===== src/rtl/mcts_pkg.sv =====
`timescale 1ns / 1ps
// Shared types and constants for the multi-channel timed step sequencer.
// No dependencies; every other file imports this package.
package mcts_pkg;

    localparam int DEF_MAX_CHANNELS = 8;
    localparam int DEF_MAX_STEPS    = 16;
    localparam int STEP_W           = 5;
    localparam int CFG_W            = 4;
    localparam logic [STEP_W-1:0] STEP_SAT = '1;

    typedef enum logic [1:0] {
        OP_TICK = 2'd0,
        OP_PLAY = 2'd1,
        OP_STOP = 2'd2,
        OP_LOAD = 2'd3
    } op_t;

    typedef enum logic [1:0] {
        KIND_STATUS = 2'd0,
        KIND_START  = 2'd1,
        KIND_STOP   = 2'd2
    } kind_t;

    typedef enum logic [1:0] {
        PH_WAITING = 2'd0,
        PH_ACTIVE  = 2'd1,
        PH_IDLE    = 2'd2
    } phase_t;

    typedef enum logic [2:0] {
        ST_IDLE,
        ST_RD,
        ST_EX,
        ST_STOP,
        ST_RA_RD,
        ST_RA_EX,
        ST_OUT
    } state_t;

    typedef struct packed {
        logic [1:0]  op;
        logic [31:0] now_ms;
        logic [7:0]  finished_mask;
        logic [2:0]  load_channel;
        logic [3:0]  load_step;
        logic [15:0] step_delay_ms;
        logic [15:0] step_max_ms;
        logic [15:0] step_instruction;
        logic        step_is_final;
    } in_word_t;

    typedef struct packed {
        logic [1:0]  event_kind;
        logic [2:0]  event_channel;
        logic [15:0] event_instruction;
        logic        busy_res;
        logic        last;
    } out_word_t;

    typedef struct packed {
        logic [15:0] delay;
        logic [15:0] duration;
        logic [15:0] code;
    } tl_entry_t;

    // sequencer -> event queue
    typedef struct packed {
        logic        push;
        kind_t       kind;
        logic [2:0]  chan;
        logic [15:0] instr;
        logic        close;
        logic        busy;
    } evq_ctl_t;

endpackage


===== src/rtl/mcts_evq.sv =====
`timescale 1ns / 1ps
// Event buffer and output register: holds up to eight events of one input word,
// then drains them followed by the status word. Depends on mcts_pkg.
module mcts_evq
    import mcts_pkg::*;
(
    input  logic      clk,
    input  logic      rst_n,
    input  evq_ctl_t  ctl,
    output logic      busy,
    output logic      out_valid,
    input  logic      out_stall,
    output out_word_t out_word
);

    typedef struct packed {
        kind_t       kind;
        logic [2:0]  chan;
        logic [15:0] instr;
    } ev_t;

    ev_t        buf_reg [8];
    logic [3:0] cnt_reg, cnt_next;
    logic [3:0] rd_reg, rd_next;
    logic       close_reg, close_next;
    logic       busy_bit_reg, busy_bit_next;
    logic       out_valid_reg, out_valid_next;
    out_word_t  out_reg, out_next;
    logic       load_out;

    assign load_out = !out_valid_reg || !out_stall;

    always_ff @(posedge clk)
    begin
        if (ctl.push)
        begin
            buf_reg[cnt_reg[2:0]] <= '{kind: ctl.kind, chan: ctl.chan, instr: ctl.instr};
        end
    end

    always_comb
    begin
        cnt_next       = cnt_reg;
        rd_next        = rd_reg;
        close_next     = close_reg;
        busy_bit_next  = busy_bit_reg;
        out_valid_next = out_valid_reg;
        out_next       = out_reg;
        if (out_valid_reg && !out_stall)
        begin
            out_valid_next = 1'b0;
        end
        if (ctl.push)
        begin
            cnt_next = cnt_reg + 4'd1;
        end
        if (ctl.close)
        begin
            close_next    = 1'b1;
            busy_bit_next = ctl.busy;
        end
        if (close_reg && load_out)
        begin
            out_valid_next = 1'b1;
            if (rd_reg != cnt_reg)
            begin
                out_next.event_kind        = buf_reg[rd_reg[2:0]].kind;
                out_next.event_channel     = buf_reg[rd_reg[2:0]].chan;
                out_next.event_instruction = buf_reg[rd_reg[2:0]].instr;
                out_next.busy_res          = busy_bit_reg;
                out_next.last              = 1'b0;
                rd_next                    = rd_reg + 4'd1;
            end
            else
            begin
                out_next.event_kind        = KIND_STATUS;
                out_next.event_channel     = 3'd0;
                out_next.event_instruction = 16'd0;
                out_next.busy_res          = busy_bit_reg;
                out_next.last              = 1'b1;
                rd_next                    = 4'd0;
                cnt_next                   = 4'd0;
                close_next                 = 1'b0;
            end
        end
    end

    always_ff @(posedge clk or negedge rst_n)
    begin
        if (!rst_n)
        begin
            cnt_reg       <= 4'd0;
            rd_reg        <= 4'd0;
            close_reg     <= 1'b0;
            busy_bit_reg  <= 1'b0;
            out_valid_reg <= 1'b0;
        end
        else
        begin
            cnt_reg       <= cnt_next;
            rd_reg        <= rd_next;
            close_reg     <= close_next;
            busy_bit_reg  <= busy_bit_next;
            out_valid_reg <= out_valid_next;
        end
    end

    always_ff @(posedge clk)
    begin
        out_reg <= out_next;
    end

    assign busy      = close_reg;
    assign out_valid = out_valid_reg;
    assign out_word  = out_reg;

endmodule

===== config.mk =====
export PLATFORM = sky130hd
export DESIGN_NAME = mcts_evq
export DESIGN_NICKNAME = d
export VERILOG_FILES = /design/src/rtl/mcts_pkg.sv /design/src/rtl/mcts_evq.sv
export SDC_FILE = /design/constraint.sdc
export NUM_CORES = 1
export LEC_CHECK = 0
export BUFFER_PORTS_ARGS = -buffer_cell sky130_fd_sc_hd__buf_2
export CAP_MARGIN = 10
export CORE_MARGIN = 3
export CORE_UTILIZATION = 60
export DETAILED_ROUTE_END_ITERATION = 8
export PLACE_DENSITY = 0.79
export RECOVER_POWER = 25
export SYNTH_ARGS = -nofsm -noshare
export SYNTH_HDL_FRONTEND = slang
export SYNTH_SLANG_ARGS = --single-unit

===== constraint.sdc =====
create_clock -name clk -period 3.61 [get_ports clk]
set_clock_uncertainty 0.2 [all_clocks]
set_input_delay 0.1805 -clock clk [delete_from_list [all_inputs] [get_ports clk]]
set_output_delay 0.1805 -clock clk [all_outputs]
set_load 0.02 [all_outputs]

==> metrics.txt, run 1 <==
# TYPE chip_impl_metric gauge
chip_impl_info{name="run_status",value="finished, final reports clean"} 1
chip_impl_info{name="reg2reg_end",value="out_word[9]$_SDFFCE_PN0P_"} 1
chip_impl_metric{name="tightestPinTransition",unit="ns"} 0.906
chip_impl_metric{name="worst_reg_to_reg_cells",unit=""} 4
chip_impl_metric{name="timing_max_transition_violations_final",unit=""} 0
chip_impl_metric{name="netlist_area",unit="mm^2"} 0.00776
chip_impl_metric{name="numPlacedInstances",unit=""} 618
chip_impl_metric{name="critical_path_peak_fanout",unit=""} 32
chip_impl_metric{name="largest_register_ff_count",unit=""} 168
chip_impl_metric{name="synth.net_count",unit=""} 432
chip_impl_metric{name="number_of_rows_created_at_floorplan",unit=""} 40
chip_impl_metric{name="wire_length_of_the_first_global_routing_pass",unit="um"} 23900
chip_impl_metric{name="detail_route.iter0.violations",unit=""} 289
chip_impl_metric{name="global_route.usage.total",unit="%"} 22.0
chip_impl_metric{name="placed_cell_area",unit="mm^2"} 0.00827
chip_impl_metric{name="post_cts_buffers",unit=""} 0
chip_impl_metric{name="power_per_cell_area",unit="mW/mm^2"} 804
chip_impl_metric{name="finalCriticalPeriod",unit="ns"} 2.58
chip_impl_info{name="ctsRootBufferMaster",value="sky130_fd_sc_hd__clkbuf_16"} 1
chip_impl_info{name="tritoncts",value="built"} 1
chip_impl_metric{name="worstSetupPathDepth",unit=""} 4
chip_impl_info{name="worstPathCellList",value="buf_4, mux4_2, nor2b_1, nor3_1"} 1
chip_impl_metric{name="fp.coreArea",unit="mm^2"} 0.0123
chip_impl_metric{name="yosys_register_bits",unit=""} 202
chip_impl_metric{name="max_stage_delay",unit="ns"} 0.88
chip_impl_metric{name="cp_data_arrival_time",unit="ns"} 2.60
chip_impl_metric{name="worstPathBufferInverterCount",unit=""} 1
chip_impl_metric{name="vdd.ir_drop.worst",unit="mV"} 0.570
chip_impl_metric{name="synth.lib_cells_used.distinct",unit=""} 27
chip_impl_info{name="post-synth-top-area-cell",value="sky130_fd_sc_hd__edfxtp_1"} 1
chip_impl_info{name="synth_top_family_by_area",value="multiplexers"} 1
chip_impl_metric{name="fmaxAchievable",unit="GHz"} 0.387
chip_impl_metric{name="synth-adder-area-share",unit="%"} 0.322
chip_impl_metric{name="final_nets",unit=""} 530
chip_impl_metric{name="drive_above_1_share",unit="%"} 30.0
chip_impl_metric{name="ioPinCount",unit=""} 52
chip_impl_metric{name="synth_enable_flop_cells",unit=""} 191
chip_impl_metric{name="die_width",unit="um"} 120
chip_impl_info{name="grt_setup_unrepaired",value="false"} 1
chip_impl_metric{name="drt_pre_antenna_iters",unit=""} 4
chip_impl_metric{name="layout-area-overhead-vs-synth",unit="%"} 17.7
chip_impl_metric{name="drc",unit=""} 0
chip_impl_metric{name="clk_latency",unit="ns"} 0.48
chip_impl_metric{name="synth_top_area_share",unit="%"} 73.9
chip_impl_info{name="worst_r2r_startpoint",value="rd_reg[0]$_DFFE_PN0P_"} 1
chip_impl_metric{name="die_h",unit="um"} 120
chip_impl_metric{name="postSynthCellCount",unit=""} 403
chip_impl_info{name="critical_path.top_delay_family",value="flip-flops"} 1
chip_impl_metric{name="detail-route-antenna-nets",unit=""} 0
chip_impl_info{name="timing.critical_path.from_type",value="flop"} 1
chip_impl_metric{name="ys.warnings.count",unit=""} 0
chip_impl_metric{name="worst_setup_hold_path_clk_slew",unit="ns"} 0.06
chip_impl_metric{name="critical_path_required",unit="ns"} 3.63
chip_impl_metric{name="synth.mux.area_fraction",unit="%"} 12.5
chip_impl_info{name="timing.hold.worst.class",value="flop to flop"} 1
chip_impl_metric{name="max_capacitance_violation_count",unit=""} 0
chip_impl_metric{name="die-area",unit="mm^2"} 0.0143
chip_impl_metric{name="avgRoutedWirePerCell",unit="um"} 22.2
chip_impl_metric{name="post_route_cell_area",unit="mm^2"} 0.00914
chip_impl_metric{name="cts.htree.levels",unit=""} 1
chip_impl_metric{name="layout.filler_cells",unit=""} 751
chip_impl_metric{name="antenna_violations_before_repair",unit=""} 0
chip_impl_metric{name="regToRegSetupSlack",unit="ns"} 1.03
chip_impl_metric{name="avgSynthCellArea",unit="um^2"} 19.3
chip_impl_metric{name="globalRoute.totalOverflow",unit=""} 0
chip_impl_metric{name="post_synthesis_compound_gate_area_fraction",unit="%"} 2.01
chip_impl_metric{name="fin_cells",unit=""} 681
chip_impl_info{name="crit_path_top_delay_cell",value="sky130_fd_sc_hd__dfrtp_2"} 1
chip_impl_metric{name="tns",unit="ns"} 0
chip_impl_metric{name="ys_async_sr_fraction",unit="%"} 5.45
chip_impl_info{name="worstSetupPathType",value="flop to flop"} 1
chip_impl_metric{name="avgViaCountPerCell",unit=""} 5.93
chip_impl_info{name="worstSetupStartpoint",value="rd_reg[0]$_DFFE_PN0P_"} 1
chip_impl_metric{name="initial_standard_cell_utilization_of_the_core",unit="%"} 63.1
chip_impl_metric{name="wl",unit="um"} 15100
chip_impl_metric{name="ctsResizeCount",unit=""} 0
chip_impl_metric{name="seq_area_frac_synth",unit="%"} 77.4
chip_impl_metric{name="gpl.final_weighted_congestion",unit=""} 0.785
chip_impl_metric{name="diodes",unit=""} 0
chip_impl_metric{name="timing_hold_violations_final",unit=""} 0
chip_impl_info{name="ys.flop_type",value="sky130_fd_sc_hd__edfxtp_1"} 1
chip_impl_metric{name="multi_input_area",unit="mm^2"} 0.00166
chip_impl_metric{name="layout_worst_path_cycle_share",unit="%"} 71.5
chip_impl_metric{name="clock-sinks",unit=""} 202
chip_impl_info{name="synth_top_cells_by_area",value="sky130_fd_sc_hd__edfxtp_1 (74%), sky130_fd_sc_hd__mux2_2 (6.2%), sky130_fd_sc_hd__mux4_2 (6.1%)"} 1
chip_impl_metric{name="synth-xor-area-share",unit="%"} 0.790
chip_impl_metric{name="io_buffer_count",unit=""} 51
chip_impl_info{name="endpoint_kind",value="flop"} 1
chip_impl_metric{name="routed_via_count",unit=""} 4036
chip_impl_metric{name="total_leakage_power",unit="nW"} 3.08
chip_impl_info{name="ys_top_cells_by_count",value="sky130_fd_sc_hd__edfxtp_1 (191), sky130_fd_sc_hd__mux2_2 (43), sky130_fd_sc_hd__nor3_1 (25)"} 1
chip_impl_info{name="crit_path_end",value="out_word[9]$_SDFFCE_PN0P_"} 1
chip_impl_metric{name="setup_viol",unit=""} 0
chip_impl_metric{name="final-seq-area",unit="mm^2"} 0.00601
chip_impl_metric{name="cts_max_path_buffers",unit=""} 3
chip_impl_metric{name="grt_pass1_vias",unit=""} 4245
chip_impl_metric{name="pin_count_of_the_biggest_net_entering_global_routing",unit=""} 33
chip_impl_metric{name="synth_simple_gate_area_share",unit="%"} 5.43
chip_impl_metric{name="timing.max_slew.rel_slack",unit="%"} 39.3
chip_impl_metric{name="cts-buffers-inserted",unit=""} 21
chip_impl_metric{name="dp_hpwl",unit="um"} 8830
chip_impl_info{name="yosys.cell_count.top_type",value="sky130_fd_sc_hd__edfxtp_1"} 1
[metal layers]
metal	vias to the layer above	global-route usage, %	routed length, um
met4	0	6.51	323
met5	-	0	0
met2	136	36.1	7570
met3	29	3.91	1040
met1	2078	30.9	6170
li1	1793	-	-
[cells in the final DEF, fill, tap and decap left out, types with 2 or more instances in the layout]
cell	synthesis	final
sky130_fd_sc_hd__buf_2	9	37
sky130_fd_sc_hd__buf_4	6	18
sky130_fd_sc_hd__clkbuf_1	6	23
sky130_fd_sc_hd__clkbuf_16	0	21
sky130_fd_sc_hd__clkbuf_8	0	2
sky130_fd_sc_hd__clkinv_1	0	2
sky130_fd_sc_hd__dfrtp_1	11	10
sky130_fd_sc_hd__dlygate4sd3_1	0	28
sky130_fd_sc_hd__edfxtp_1	191	191
sky130_fd_sc_hd__ha_1	2	2
sky130_fd_sc_hd__mux2_2	43	43
sky130_fd_sc_hd__mux4_2	21	21
sky130_fd_sc_hd__nand2_1	9	9
sky130_fd_sc_hd__nand2b_1	5	5
sky130_fd_sc_hd__nand3_1	2	2
sky130_fd_sc_hd__nor2_1	13	7
sky130_fd_sc_hd__nor2_2	0	6
sky130_fd_sc_hd__nor2b_1	21	21
sky130_fd_sc_hd__nor3_1	25	23
sky130_fd_sc_hd__nor3_2	0	2
sky130_fd_sc_hd__o21ai_0	2	2
sky130_fd_sc_hd__o22ai_1	21	21
sky130_fd_sc_hd__xnor2_1	2	2
sky130_fd_sc_hd__xor2_1	5	5
[stage by stage]
| step | worst slack [ns] | hold WS [ns] | power, W | util [%] |
|---|---|---|---|---|
| 5_1_grt | 0.864 | 0.278 | 0.00769 | 74.2 |
| 2_1_floorplan | 0.918 | -0.315 | 0.00483 | - |
| 6_report | 1.03 | 0.254 | 0.00735 | 74.2 |
| 3_3_place_gp | 1.07 | -0.141 | 0.00537 | 67.2 |
| 4_1_cts | 0.985 | 0.256 | 0.00740 | 74.4 |
| 3_5_place_dp | 1.00 | -0.137 | 0.00544 | 67.2 |
[worst min-delay path by stage]
stage / slack, ns / cells past startpoint / endpoint / from
after floorplan: -0.32 / 0 / busy$_DFF_PN0_ / rst_n
after global placement: -0.14 / 1 / out_valid$_DFFE_PN0P_ / rst_n
after detailed placement: -0.14 / 1 / busy_bit_reg$_DFFE_PN0P_ / rst_n
after CTS: 0.26 / 0 / out_word[1]$_DFFE_PP_ / busy_bit_reg$_DFFE_PN0P_
after global routing: 0.28 / 0 / out_word[1]$_DFFE_PP_ / busy_bit_reg$_DFFE_PN0P_
final: 0.25 / 0 / out_word[1]$_DFFE_PP_ / busy_bit_reg$_DFFE_PN0P_
[kinds of logic (layout without fill, tap and decap cells)]
logic type | count (synthesis) | count (layout)
flops | 202 | 202
mux | 65 | 65
compound gates | 25 | 25
xor+xnor | 7 | 7
simple gates | 79 | 79
fa+ha+maj | 2 | 2
buf+inv | 23 | 133
[layout make-up]
cell class,count,area share (%)
clock inverter,3,0.205
clock buffer,32,6.42
timing repair buffer,97,7.14
sequential,202,65.8
tap,168,2.30
inverter,1,0.0411
multi-input combinational,178,18.1
[worst reg2reg max path, stage by stage (launching register included)]
cell and delay, ns:
sky130_fd_sc_hd__dfrtp_2 0.88, sky130_fd_sc_hd__buf_4 0.46, sky130_fd_sc_hd__mux4_2 0.58, sky130_fd_sc_hd__nor2b_1 0.14, sky130_fd_sc_hd__nor3_1 0.06
[where the power goes]
part	total [W]	switching (W)	internal, W
clock network	0.00191	0.000797	0.00112
logic	0.00205	0.00118	0.000872
registers	0.00339	0.000253	0.00313
total	0.00735	0.00223	0.00512
[timing repair]
item / 4_1_cts / 5_1_grt
hold endpoints to repair: 185 / 0
endpoints found under the setup margin: 0 / 0
hold buffers: 28 / 0
No activity file was read; power rests on OpenSTA's default activity.
==> run 2: changes to the inputs <==
CORE_UTILIZATION = 54   (was 60)
PLACE_DENSITY = 0.75   (was 0.79)
clock period = 2.1 ns   (was 3.61 ns; I/O delays follow)
==> run 2 against run 1 <==
- cell area up 2.5%
- die area up 11%
- register-to-register slack worse by 0.81 ns
- largest power group unchanged
- highest routed layer unchanged
==> metrics.txt, run 2 (synthesis gave the netlist of run 1 again) <==
# TYPE chip_impl_metric gauge
chip_impl_metric{name="wl",unit="um"} 15000
chip_impl_metric{name="tightestPinTransition",unit="ns"} 0.606
chip_impl_metric{name="route.layer.met1.wl",unit="um"} 6080
chip_impl_metric{name="power_per_cell_area",unit="mW/mm^2"} 1390
chip_impl_metric{name="hold_fix_buffers_cts",unit=""} 28
chip_impl_metric{name="critical_path_required",unit="ns"} 2.12
chip_impl_metric{name="die-area",unit="mm^2"} 0.0159
chip_impl_info{name="worst_hold_launch",value="ctl[1]"} 1
chip_impl_info{name="layout_commonest_cell",value="sky130_fd_sc_hd__edfxtp_1"} 1
chip_impl_metric{name="clock-sinks",unit=""} 202
chip_impl_metric{name="largest_register_ff_count",unit=""} 168
chip_impl_info{name="tritoncts",value="built"} 1
chip_impl_metric{name="timing.max_slew.rel_slack",unit="%"} 59.5
chip_impl_metric{name="cp_data_arrival_time",unit="ns"} 1.90
chip_impl_metric{name="min_delay_path_depth",unit=""} 4
chip_impl_metric{name="ioPinCount",unit=""} 52
chip_impl_metric{name="timing_hold_violations_final",unit=""} 0
chip_impl_metric{name="grt_pass1_vias",unit=""} 4181
chip_impl_metric{name="fmaxAchievable",unit="GHz"} 0.532
chip_impl_metric{name="finalCriticalPeriod",unit="ns"} 1.88
chip_impl_metric{name="layout_setup_ws",unit="ns"} 0.222
chip_impl_info{name="worst_hold_end",value="busy$_DFF_PN0_"} 1
chip_impl_metric{name="vdd.ir_drop.worst",unit="mV"} 0.778
chip_impl_metric{name="globalRoute.totalOverflow",unit=""} 0
chip_impl_info{name="reg2reg_end",value="out_word[21]$_SDFFCE_PN0P_"} 1
chip_impl_metric{name="die_h",unit="um"} 126
chip_impl_metric{name="dp_worst_setup_slack",unit="ns"} 0.209
chip_impl_info{name="timing.critical_path.from_type",value="flop"} 1
chip_impl_metric{name="pin_count_of_the_biggest_net_entering_global_routing",unit=""} 40
chip_impl_metric{name="worst_setup_hold_path_clk_slew",unit="ns"} 0.06
chip_impl_metric{name="wire_length_of_the_first_global_routing_pass",unit="um"} 23700
chip_impl_metric{name="layout_worst_path_cycle_share",unit="%"} 89.4
chip_impl_metric{name="global_route.usage.total",unit="%"} 19.4
chip_impl_metric{name="worst_reg_to_reg_cells",unit=""} 4
chip_impl_metric{name="routed_via_count",unit=""} 3978
chip_impl_metric{name="gpl.final_weighted_congestion",unit=""} 0.773
chip_impl_metric{name="io_buffer_count",unit=""} 51
chip_impl_info{name="grt_setup_unrepaired",value="false"} 1
chip_impl_info{name="timing.hold.worst.class",value="input pin to flop"} 1
chip_impl_metric{name="max_capacitance_violation_count",unit=""} 0
chip_impl_info{name="run_status",value="finished, final reports clean"} 1
chip_impl_metric{name="drc",unit=""} 0
chip_impl_info{name="worstSetupStartpoint",value="rd_reg[0]$_DFFE_PN0P_"} 1
chip_impl_metric{name="number_of_rows_created_at_floorplan",unit=""} 43
chip_impl_metric{name="final_nets",unit=""} 539
chip_impl_metric{name="diodes",unit=""} 0
chip_impl_info{name="layout.cells.most_common_list",value="sky130_fd_sc_hd__edfxtp_1 (191), sky130_fd_sc_hd__mux2_2 (43), sky130_fd_sc_hd__buf_2 (36), sky130_fd_sc_hd__dlygate4sd3_1 (28), sky130_fd_sc_hd__nor3_1 (23)"} 1
chip_impl_metric{name="cts-buffers-inserted",unit=""} 21
chip_impl_metric{name="total_leakage_power",unit="nW"} 3.18
chip_impl_metric{name="initial_standard_cell_utilization_of_the_core",unit="%"} 55.5
chip_impl_metric{name="drive_above_1_share",unit="%"} 31.9
chip_impl_info{name="top_layer_used",value="met4"} 1
chip_impl_info{name="worst_r2r_startpoint",value="rd_reg[0]$_DFFE_PN0P_"} 1
chip_impl_metric{name="die_width",unit="um"} 126
chip_impl_metric{name="post_cts_buffers",unit=""} 0
chip_impl_metric{name="avgViaCountPerCell",unit=""} 5.65
chip_impl_metric{name="critical_path_peak_fanout",unit=""} 39
chip_impl_metric{name="detail-route-antenna-nets",unit=""} 0
chip_impl_metric{name="clk_latency",unit="ns"} 0.48
chip_impl_metric{name="timing_max_transition_violations_final",unit=""} 0
chip_impl_metric{name="cts.htree.levels",unit=""} 1
chip_impl_metric{name="wl_met2",unit="um"} 7460
chip_impl_info{name="ctsRootBufferMaster",value="sky130_fd_sc_hd__clkbuf_16"} 1
chip_impl_metric{name="drt_pre_antenna_iters",unit=""} 4
chip_impl_metric{name="detail_route.iter0.violations",unit=""} 345
chip_impl_info{name="worstSetupPathType",value="flop to flop"} 1
chip_impl_metric{name="fp.coreArea",unit="mm^2"} 0.0140
chip_impl_metric{name="power.total",unit="W"} 0.0131
chip_impl_metric{name="ctsResizeCount",unit=""} 0
chip_impl_metric{name="avgRoutedWirePerCell",unit="um"} 21.4
chip_impl_metric{name="setup_viol",unit=""} 0
chip_impl_metric{name="cts_max_path_buffers",unit=""} 3
chip_impl_info{name="endpoint_kind",value="flop"} 1
chip_impl_metric{name="regToRegSetupSlack",unit="ns"} 0.22
chip_impl_metric{name="wl_met3",unit="um"} 1060
chip_impl_metric{name="antenna_violations_before_repair",unit=""} 0
chip_impl_metric{name="layout-area-overhead-vs-synth",unit="%"} 20.7
chip_impl_metric{name="dp_hpwl",unit="um"} 8730
==> run 2: changes by cell type in the layout (fill, tap and decap cells not counted), sizes merged <==
cell,previous run,this run
buf,55,63
clkbuf,46,48
bufinv,0,1
clkinv,2,3
inv,2,1
==> run 2: worst max-delay path: stages, from the launching register on <==
cell and delay (ns):
sky130_fd_sc_hd__dfrtp_2 0.41, sky130_fd_sc_hd__buf_12 0.27, sky130_fd_sc_hd__mux4_2 0.54, sky130_fd_sc_hd__nor2b_1 0.14, sky130_fd_sc_hd__nor3_1 0.06
==> run 2: layout make-up <==
class | instances | area [um^2]
clock buffers | 33 | 621
clock inverters | 4 | 47.5
fillers | 904 | 4620
inverters | 1 | 3.75
multi-input cells | 178 | 1670
flip-flops and latches | 202 | 6010
well taps | 180 | 225
repair buffers | 106 | 795
==> run 2: per-layer routing <==
| metal | track usage [%] | vias to the layer above |
|---|---|---|
| li1 | - | 1809 |
| met2 | 32.7 | 121 |
| met5 | 0 | - |
| met1 | 26.0 | 2015 |
| met3 | 3.56 | 33 |
| met4 | 5.99 | 0 |
==> run 2: where the power goes <==
group	switching, W	internal [W]	total, W
clock network	0.00138	0.00214	0.00352
registers	0.000282	0.00539	0.00567
logic	0.00220	0.00166	0.00386
==> run 2: metrics by stage <==
step | hold WS (ns) | utilization, % | std cells | instance area, um^2 | TNS, ns
6_report | 0.203 | 67.0 | 704 | 9370 | 0
5_1_grt | 0.247 | 67.0 | 704 | 9370 | 0
4_1_cts | 0.206 | 67.1 | 704 | 9390 | 0
3_5_place_dp | -0.198 | 60.4 | 639 | 8440 | 0
3_3_place_gp | -0.212 | 60.4 | 639 | 8440 | 0
2_1_floorplan | -0.391 | - | 403 | 7780 | -3.71
==> run 2: worst max path at each step <==
stage	to	slack [ns]	depth (start not counted)
final	out_word[21]$_SDFFCE_PN0P_	0.22	4
after global placement	out_word[12]$_SDFFCE_PN0P_	0.25	4
after CTS	out_word[21]$_SDFFCE_PN0P_	0.21	4
after floorplan	buf_reg[2][0]$_DFFE_PP_	-0.09	3
after global routing	cnt_reg[3]$_DFF_PN0_	0.10	4
after detailed placement	out_word[21]$_SDFFCE_PN0P_	0.21	4
